--- src/sv/srsh_pkg.sv ---
// srsh_pkg: shared constants, codes and control types for the signed region size histogram
// used by srsh_size, srsh_rmw and the top module; depends on nothing
`default_nettype none

package srsh_pkg;

   // default histogram geometry
   localparam int MAX_SIZE_DEF = 1023;
   localparam int DEL_BINS_DEF = 1024;

   // fixed field widths
   localparam int VT_W    = 3;
   localparam int POS_W   = 31;
   localparam int SLEN_W  = 32;
   localparam int IDX_W   = 12;
   localparam int CNT_W   = 32;
   localparam int DIFF_W  = POS_W + 2;
   localparam int SIZE_W  = DIFF_W + 1;
   localparam int REQ_W   = 176;
   localparam int RSP_W   = 48;

   localparam logic [CNT_W-1:0] CNT_MAX = '1;

   // item kinds
   localparam logic KIND_RECORD = 1'b0;
   localparam logic KIND_READ   = 1'b1;

   // variant type codes
   localparam logic [VT_W-1:0] VT_DEL    = 3'd0;
   localparam logic [VT_W-1:0] VT_TRA    = 3'd1;
   localparam logic [VT_W-1:0] VT_BND    = 3'd2;
   localparam logic [VT_W-1:0] VT_INVTRA = 3'd3;

   // lookup request from the size pipeline to the counter stage
   typedef struct packed {
      logic vld;
      logic is_read;
      logic ok;
   } srsh_ctl_type;

   // status and read result from the counter stage
   typedef struct packed {
      logic             clearing;
      logic             rd_vld;
      logic [IDX_W-1:0] index;
      logic [CNT_W-1:0] count;
   } srsh_out_type;

endpackage

`default_nettype wire

--- src/sv/srsh_size.sv ---
// srsh_size: four-stage pipeline that turns an item into a bin address
// depends on srsh_pkg
`default_nettype none

module srsh_size #(
   parameter int MAX_SIZE = srsh_pkg::MAX_SIZE_DEF,
   parameter int DEL_BINS = srsh_pkg::DEL_BINS_DEF,
   localparam int NBINS   = DEL_BINS + MAX_SIZE + 3,
   localparam int AW      = $clog2(NBINS)
) (
   input  wire                             clock,
   input  wire                             reset,
   input  wire                             advance,
   input  wire                             in_vld,
   input  wire                             in_kind,
   input  wire  [srsh_pkg::VT_W-1:0]       in_vtype,
   input  wire                             in_prim,
   input  wire  [srsh_pkg::POS_W-1:0]      in_s0,
   input  wire  [srsh_pkg::POS_W-1:0]      in_e0,
   input  wire  [srsh_pkg::POS_W-1:0]      in_s1,
   input  wire  [srsh_pkg::POS_W-1:0]      in_e1,
   input  wire  [srsh_pkg::SLEN_W-1:0]     in_slen,
   input  wire  [srsh_pkg::IDX_W-1:0]      in_rbin,
   output srsh_pkg::srsh_ctl_type          lk_ctl,
   output logic [AW-1:0]                   lk_addr,
   output logic [srsh_pkg::IDX_W-1:0]      lk_rbin
);

   localparam int DW = srsh_pkg::DIFF_W;
   localparam int SW = srsh_pkg::SIZE_W;
   localparam logic signed [SW-1:0] SIZE_LO = SW'(-DEL_BINS);
   localparam logic signed [SW-1:0] SIZE_HI = SW'(MAX_SIZE);
   localparam logic signed [SW-1:0] SIZE_OFS = SW'(DEL_BINS + 1);
   localparam logic [AW-1:0] BIN_LAST = AW'(NBINS - 1);
   localparam logic [31:0] NBINS_32 = 32'(NBINS);

   // stage 1: coordinate difference
   logic                          v1_ff, read1_ff, del1_ff;
   logic signed [DW-1:0]          diff1_ff;
   logic signed [DW-1:0]          diff1_in;
   logic [srsh_pkg::SLEN_W-1:0]   slen1_ff;
   logic [srsh_pkg::IDX_W-1:0]    rbin1_ff;
   logic                          skip1_in;

   // stage 2: raised size
   logic                          v2_ff, read2_ff, del2_ff;
   logic signed [DW-1:0]          size2_ff;
   logic signed [DW-1:0]          slen_ext;
   logic [srsh_pkg::IDX_W-1:0]    rbin2_ff;

   // stage 3: signed size
   logic                          v3_ff, read3_ff;
   logic signed [SW-1:0]          size3_ff;
   logic [srsh_pkg::IDX_W-1:0]    rbin3_ff;

   // stage 4: bin address
   srsh_pkg::srsh_ctl_type        ctl4_ff;
   logic [AW-1:0]                 addr4_ff;
   logic [srsh_pkg::IDX_W-1:0]    rbin4_ff;
   logic signed [SW-1:0]          bin_sum;
   logic [AW-1:0]                 rec_addr;
   logic                          rd_range;

   // type filter and selected difference
   always_comb begin
      skip1_in = (in_kind == srsh_pkg::KIND_RECORD) &&
                 (in_vtype inside {srsh_pkg::VT_TRA, srsh_pkg::VT_BND, srsh_pkg::VT_INVTRA});
      if (in_prim) begin
         diff1_in = $signed({2'b00, in_e0}) - $signed({2'b00, in_s0});
      end else begin
         diff1_in = $signed({2'b00, in_e1}) - $signed({2'b00, in_s1});
      end
   end

   assign slen_ext = $signed({slen1_ff[srsh_pkg::SLEN_W-1], slen1_ff});

   // clamp into the bin range
   always_comb begin
      bin_sum  = size3_ff + SIZE_OFS;
      rd_range = {20'd0, rbin3_ff} < NBINS_32;
      if (size3_ff < SIZE_LO) begin
         rec_addr = '0;
      end else if (size3_ff > SIZE_HI) begin
         rec_addr = BIN_LAST;
      end else begin
         rec_addr = bin_sum[AW-1:0];
      end
   end

   // valid bits and payload stages
   always_ff @(posedge clock) begin
      if (reset) begin
         v1_ff       <= 1'b0;
         v2_ff       <= 1'b0;
         v3_ff       <= 1'b0;
         ctl4_ff.vld <= 1'b0;
      end else if (advance) begin
         v1_ff       <= in_vld && !skip1_in;
         v2_ff       <= v1_ff;
         v3_ff       <= v2_ff;
         ctl4_ff.vld <= v3_ff;
      end
      if (advance) begin
         read1_ff <= (in_kind == srsh_pkg::KIND_READ);
         del1_ff  <= (in_vtype == srsh_pkg::VT_DEL);
         diff1_ff <= diff1_in;
         slen1_ff <= in_slen;
         rbin1_ff <= in_rbin;

         read2_ff <= read1_ff;
         del2_ff  <= del1_ff;
         size2_ff <= (diff1_ff < slen_ext) ? slen_ext : diff1_ff;
         rbin2_ff <= rbin1_ff;

         read3_ff <= read2_ff;
         size3_ff <= del2_ff ? -$signed({size2_ff[DW-1], size2_ff})
                             : $signed({size2_ff[DW-1], size2_ff});
         rbin3_ff <= rbin2_ff;

         ctl4_ff.is_read <= read3_ff;
         ctl4_ff.ok      <= read3_ff ? rd_range : 1'b1;
         addr4_ff        <= read3_ff ? AW'(rbin3_ff) : rec_addr;
         rbin4_ff        <= rbin3_ff;
      end
   end

   assign lk_ctl  = ctl4_ff;
   assign lk_addr = addr4_ff;
   assign lk_rbin = rbin4_ff;

endmodule

`default_nettype wire

--- config.mk ---
export PLATFORM = sky130hd
export DESIGN_NAME = srsh_size
export DESIGN_NICKNAME = d
export VERILOG_FILES = /design/src/sv/srsh_pkg.sv /design/src/sv/srsh_size.sv
export SDC_FILE = /design/constraint.sdc
export NUM_CORES = 1
export LEC_CHECK = 0
export ABC_AREA = 1
export ABC_CLOCK_PERIOD_IN_PS = 1900
export BUFFER_PORTS_ARGS = -buffer_cell sky130_fd_sc_hd__buf_2
export CORE_ASPECT_RATIO = 1.1
export CORE_MARGIN = 2
export CORE_UTILIZATION = 53
export DETAILED_ROUTE_END_ITERATION = 10
export PLACE_DENSITY = 0.78
export SLEW_MARGIN = 30
export SYNTH_ARGS = -nofsm -noshare
export SYNTH_HDL_FRONTEND = slang
export SYNTH_SLANG_ARGS = --single-unit
export TNS_END_PERCENT = 30
--- constraint.sdc ---
create_clock -name clock -period 1.9 [get_ports clock]
set_clock_uncertainty 0.15 [all_clocks]
set_input_delay 0 -clock clock [delete_from_list [all_inputs] [get_ports clock]]
set_output_delay 0 -clock clock [all_outputs]
set_load 0.02 [all_outputs]
# ---- Word level (Yosys, flattened, before mapping)
# Index checks and enable logic that the tools add are counted.
dict set report word_totals {
  regBits 203
  input_bits 177
  out_inout_bits 27
}
dict set report op_classes {
  addsub 4
  n_lt_le_gt_ge 4
  n_eq_ne 3
  mux 6
  bitwise_logic 1
  reduce_logical 5
}
# operator n
set ops {}
lappend ops {{$mux W33} 2}
lappend ops {{$sub A31 B31 Y32} 2}
lappend ops {{$mux W12} 3}
lappend ops {{$gt A34 B11 Y1 const B} 1}
lappend ops {{$lt A34 B11 Y1 const B} 1}
lappend ops {{$mux W34} 1}
lappend ops {{$neg A33 Y34} 1}
lappend ops {{$lt A33 B32 Y1} 1}
lappend ops {{$add A12 B12 Y12 const B} 1}
lappend ops {{$lt A12 B12 Y1 const B} 1}
lappend ops {{$eq A3 B2 Y1 const B} 2}
lappend ops {{$eq A3 B1 Y1 const B} 1}
lappend ops {{$logic_not A3 Y1} 1}
lappend ops {{$reduce_bool A3 Y1} 1}
lappend ops {{$logic_and A1 B1 Y1} 2}
lappend ops {{$logic_not A1 Y1} 1}
lappend ops {{$not A1 Y1} 1}

# ---- Longest topological paths before layout
dict set report depth {
  word_depth 5
  depth_mapped 16
  depth_no_buf 15
}

# ---- Worst setup path before layout
# OpenSTA, ideal clock, no wires.
dict set report synth_timing {
  path_type {register to register}
  start {register diff1_ff[22]}
  end {register size2_ff[10], data pin}
  t_arrival_ns 1.657
  required_time_ns 1.497
  setup_slack_ns -0.160
  path_stages_with_launch 11
  synth_period_minus_slack_ns 2.060
  cell_sequence {edfxtp_1 > ha_1 > a21oi_1 > nor2_1 > nor2_1 > nand3_1 > a21oi_2 > nand3_1 > buf_6 > nand3_1 > nand2_1}
}
dict set report synth_between {
  elab_chain_len 2
}
# item line
set synth_rtl {}
lappend synth_rtl {{from (decl)} srsh_size.sv:39} ;# logic signed [DW-1:0] diff1_ff;
lappend synth_rtl {{from (signal assigned)} srsh_size.sv:106} ;# diff1_ff <= diff1_in;
lappend synth_rtl {{$lt A33 B32 Y1} srsh_size.sv:112} ;# size2_ff <= (diff1_ff < slen_ext) ? slen_ext : diff1_ff;
lappend synth_rtl {{$mux W33} srsh_size.sv:112}
lappend synth_rtl {{to (signal assigned)} srsh_size.sv:112}
lappend synth_rtl {{to (decl)} srsh_size.sv:47} ;# logic signed [DW-1:0] size2_ff;
# No other way between the ends.
# A chain may end at the register's enable or synchronous reset.

# ---- Worst setup path after layout
dict set report layout_timing {
  start {register diff1_ff[24]}
  end {register size2_ff[10], data pin}
}
# Same word-level chain as after synthesis.

==> results.md <==
* CP Launch Point: diff1_ff[24]
* #FFs+latches synth at 201
* Placed Cells at 2392
* Mapped Cells at 1679
* Worst R2R Path Depth at 11
* Via density at 5.37
* Worst vdd ir at 601 uV
* Pwr dens at 785 nW/um2
* Max-Cap Viols at 0
* Minimum clock period at 2.39 ns
* Initial antenna violation count at 1
* DRT Pass-1 Iters at 8
* Busiest metal layer after global routing: met2
* DIE HEIGHT at 171 um
* Final ANT Viol Nets at 0
* Hold path startpoint: in_e1[30]
* Die X at 156 um
* CP Capture Type: register
* Vias in the first global route at 13.1k
* Core area at 25100 um2
* Synthesized cell area at 13500 um2
* Leakage Power at 8.79 nW
* Clock Latency Late Sink at 0.49 ns
* Register area share after synthesis at 44.5%
* Unrepaired setup endpoints after global routing: yes
* Seq pwr share at 41.3%
* CTS Buf Count at 19
* RR Startpoint: diff1_ff[24]
* Largest net degree at the start of global routing at 54
* Adder-cell share of the synthesized area at 9.12%
* Grt met1 use at 33.4%
* Area share of the largest cell type after synthesis at 43.9%
* Routed WL per cell at 16.6 um
* Clock network fraction of design power at 26.5%
* Non-filler cells, final at 2501
* Global Route Usage Sum at 30.6%
* Cell taking the most area after synthesis: edfxtp_1
* Total wire length at 41600 um
* Failing checks: negative setup slack
* Largest family of logic cells by synthesized area: simple AND/OR/NAND/NOR gates
* Clk slew on worst S/H paths at 0.06 ns
* Compound-cell area share of the yosys netlist at 9.27%
* Net Switching at 0.00447 W
* GR Overflow Total at 0
* Synth Warn # at 0
* Worst-case clock buffer depth at 3
* Peak fanout along the critical path at 19
* Global-route track usage on met3 at 2.19%
* Hold Crit Class: in -> reg
* Routability congestion estimate at 0.999
* Starting DRT DRC Count at 961
* Simple-Gate Fraction of Synth Area at 26.2%
* CTS tree: built
* I/O Pins at 204
* Most numerous cell in the Yosys netlist: nand2_1
* Share of power burned in combinational logic at 32.1%
* Vias at 13.4k
* DRC violations left at 0
* Fin crit share at 126%
* Area grow syn2layout at 35.4%
* Post-Syn Area per Cell at 8.02 um2
* Most used DFF post-synth: edfxtp_1
* CP Data Required Time at 1.99 ns
* Cell types occupying the most area after synthesis: edfxtp_1 44%, nand2_1 12%, ha_1 8.8%, inv_1 7.3%, nand3_1 6.2%
* Final setup vio count at 48
* H-Tree Level Count at 1
* Clock sinks at 201
* Crit start category: register
* Place WS at -0.507 ns
* Fin worst setup slack at -0.489 ns
* Num rows at 61
* First-pass GRT wire length at 64200 um
* Fraction of synthesized area in multiplexers at 0.0743%
* Pwr Total at 0.0143 W
* Clk root buf: clkbuf_16
* Die area at 26700 um2
* Status: finished, violations left
* Net Sw Frac at 31.2%
* Pins Over Slew Limit at 0
* Layout Nets at 2448
* Mapped Nets at 1953
* Max-slew headroom at 67.4%
* RR Endpoint: size2_ff[10]
* Met2 usage at 59.0%
* Cell variety after synth at 44
* Layout cells sized above 1 at 24.3%
* Highest clock rate at 0.419 GHz
* CP Class: reg -> reg
* Cell internal pwr at 0.00985 W
* Post-synth top cells: 421 x nand2_1, 261 x inv_1, 197 x edfxtp_1, 167 x nand3_1, 149 x nor2_1
* Worst Max-Slew Pin Slew at 0.485 ns
* DP HPWL at 32600 um
* Post-synthesis xor/xnor area fraction at 2.41%
* Post-synth ARST share at 0%
* Post-synth EDFFs at 197
* CP Capture Point: size2_ff[10]
* R2R Setup Slk at -0.49 ns
* PortBufs at 203
* Final Hold Vio Count at 0
* Initial Utilization at 53.6%
* Critical Path AT at 2.48 ns
[per-stage QoR]
stage / area [um2] / setup TNS, ns / utilization [%] / hold WS (ns)
2_1_floorplan: 13500 / -4.29 / - / -0.0809
3_3_place_gp: 16500 / -21.50 / 65.8 / 0.0272
3_5_place_dp: 16500 / -24.34 / 65.8 / 0.0281
4_1_cts: 17900 / -14.06 / 71.2 / 0.0119
5_1_grt: 18200 / -21.50 / 72.6 / 0.0452
6_report: 18200 / -16.35 / 72.6 / 0.0264
[placed cells by master (no fill, tap or decap), drive strengths merged, types with 4 or more instances in the layout]
master,count
a21boi,4
a21oi,105
buf,434
clkbuf,23
clkinv,9
dfxtp,4
dlygate4sd3,60
edfxtp,197
ha,95
inv,262
nand2,427
nand3,167
nand3b,14
nand4,23
nor2,152
nor3,31
nor4,6
o21ai,106
o22ai,4
xnor2,9
xor2,28
[power by group through the flow]
stage / Combinational (W) / Sequential [W] / Clock, W
global placement: 0.00391 / 0.00596 / 0
floorplan: 0.00221 / 0.00594 / 0
global route: 0.00505 / 0.00596 / 0.00399
detailed placement: 0.00403 / 0.00598 / 0
CTS: 0.00425 / 0.00590 / 0.00384
finish: 0.00460 / 0.00592 / 0.00380
[flip-flops by register name (all words and copies together), names as in the netlist, 3 cells and up]
register,cells
diff1_ff,32
lk_addr,12
lk_ctl,3
lk_rbin,12
rbin1_ff,12
rbin2_ff,12
rbin3_ff,12
size2_ff,32
size3_ff,34
slen1_ff,32
[worst max-delay path: stages (launching register included)]
cell and delay (ns):
edfxtp_1 0.46, ha_1 0.36, nand2_2 0.10, nor2_2 0.04, nor2_1 0.13, nand3_2 0.11, a21oi_4 0.23, buf_6 0.14
nand3_4 0.09, buf_12 0.17, nand3_1 0.11, nand2_1 0.06
[cell type report]
| class | count | area, um2 |
|---|---|---|
| multi-input combinational | 1193 | 6670 |
| sequential | 201 | 6000 |
| clock inverter | 11 | 133 |
| inverter | 263 | 987 |
| clock buffer | 21 | 483 |
| fill | 1823 | 6880 |
| tap | 315 | 394 |
| antenna | 1 | 2.50 |
| timing repair buffer | 496 | 3560 |
[kinds of logic (layout without fill, tap and decap cells)]
kind of cell / count (synthesis) / after routing
compound gates: 235 / 235
xor+xnor: 37 / 37
fa+ha+maj: 97 / 97
buf+inv: 285 / 791
flops: 201 / 201
mux: 1 / 1
other cells: 0 / 1
simple gates: 823 / 823
[worst min-delay path by stage]
stage                    to  cells after the start
4_1_cts        diff1_ff[30]                      5
3_3_place_gp    rbin1_ff[6]                      1
2_1_floorplan     lk_ctl[2]                      1
6_report       diff1_ff[30]                      5
5_1_grt        diff1_ff[31]                      5
3_5_place_dp    slen1_ff[7]                      1
[layer usage]
metal  wire length, um  part of all wire (%)
met1             15300                    37
met2             21400                    52
met3              2320                   5.6
met4              2520                   6.1
met5                 0                     0
[what timing repair did]
item	4_1_cts	5_1_grt
gates cloned	0	2
hold endpoints to repair	109	0
hold buffers	60	0
endpoints found under the setup margin	54	71
pin swaps	6	13
setup buffers	3	11
gates resized for setup	23	56
Note: power is estimated with default switching activity, not from simulation.
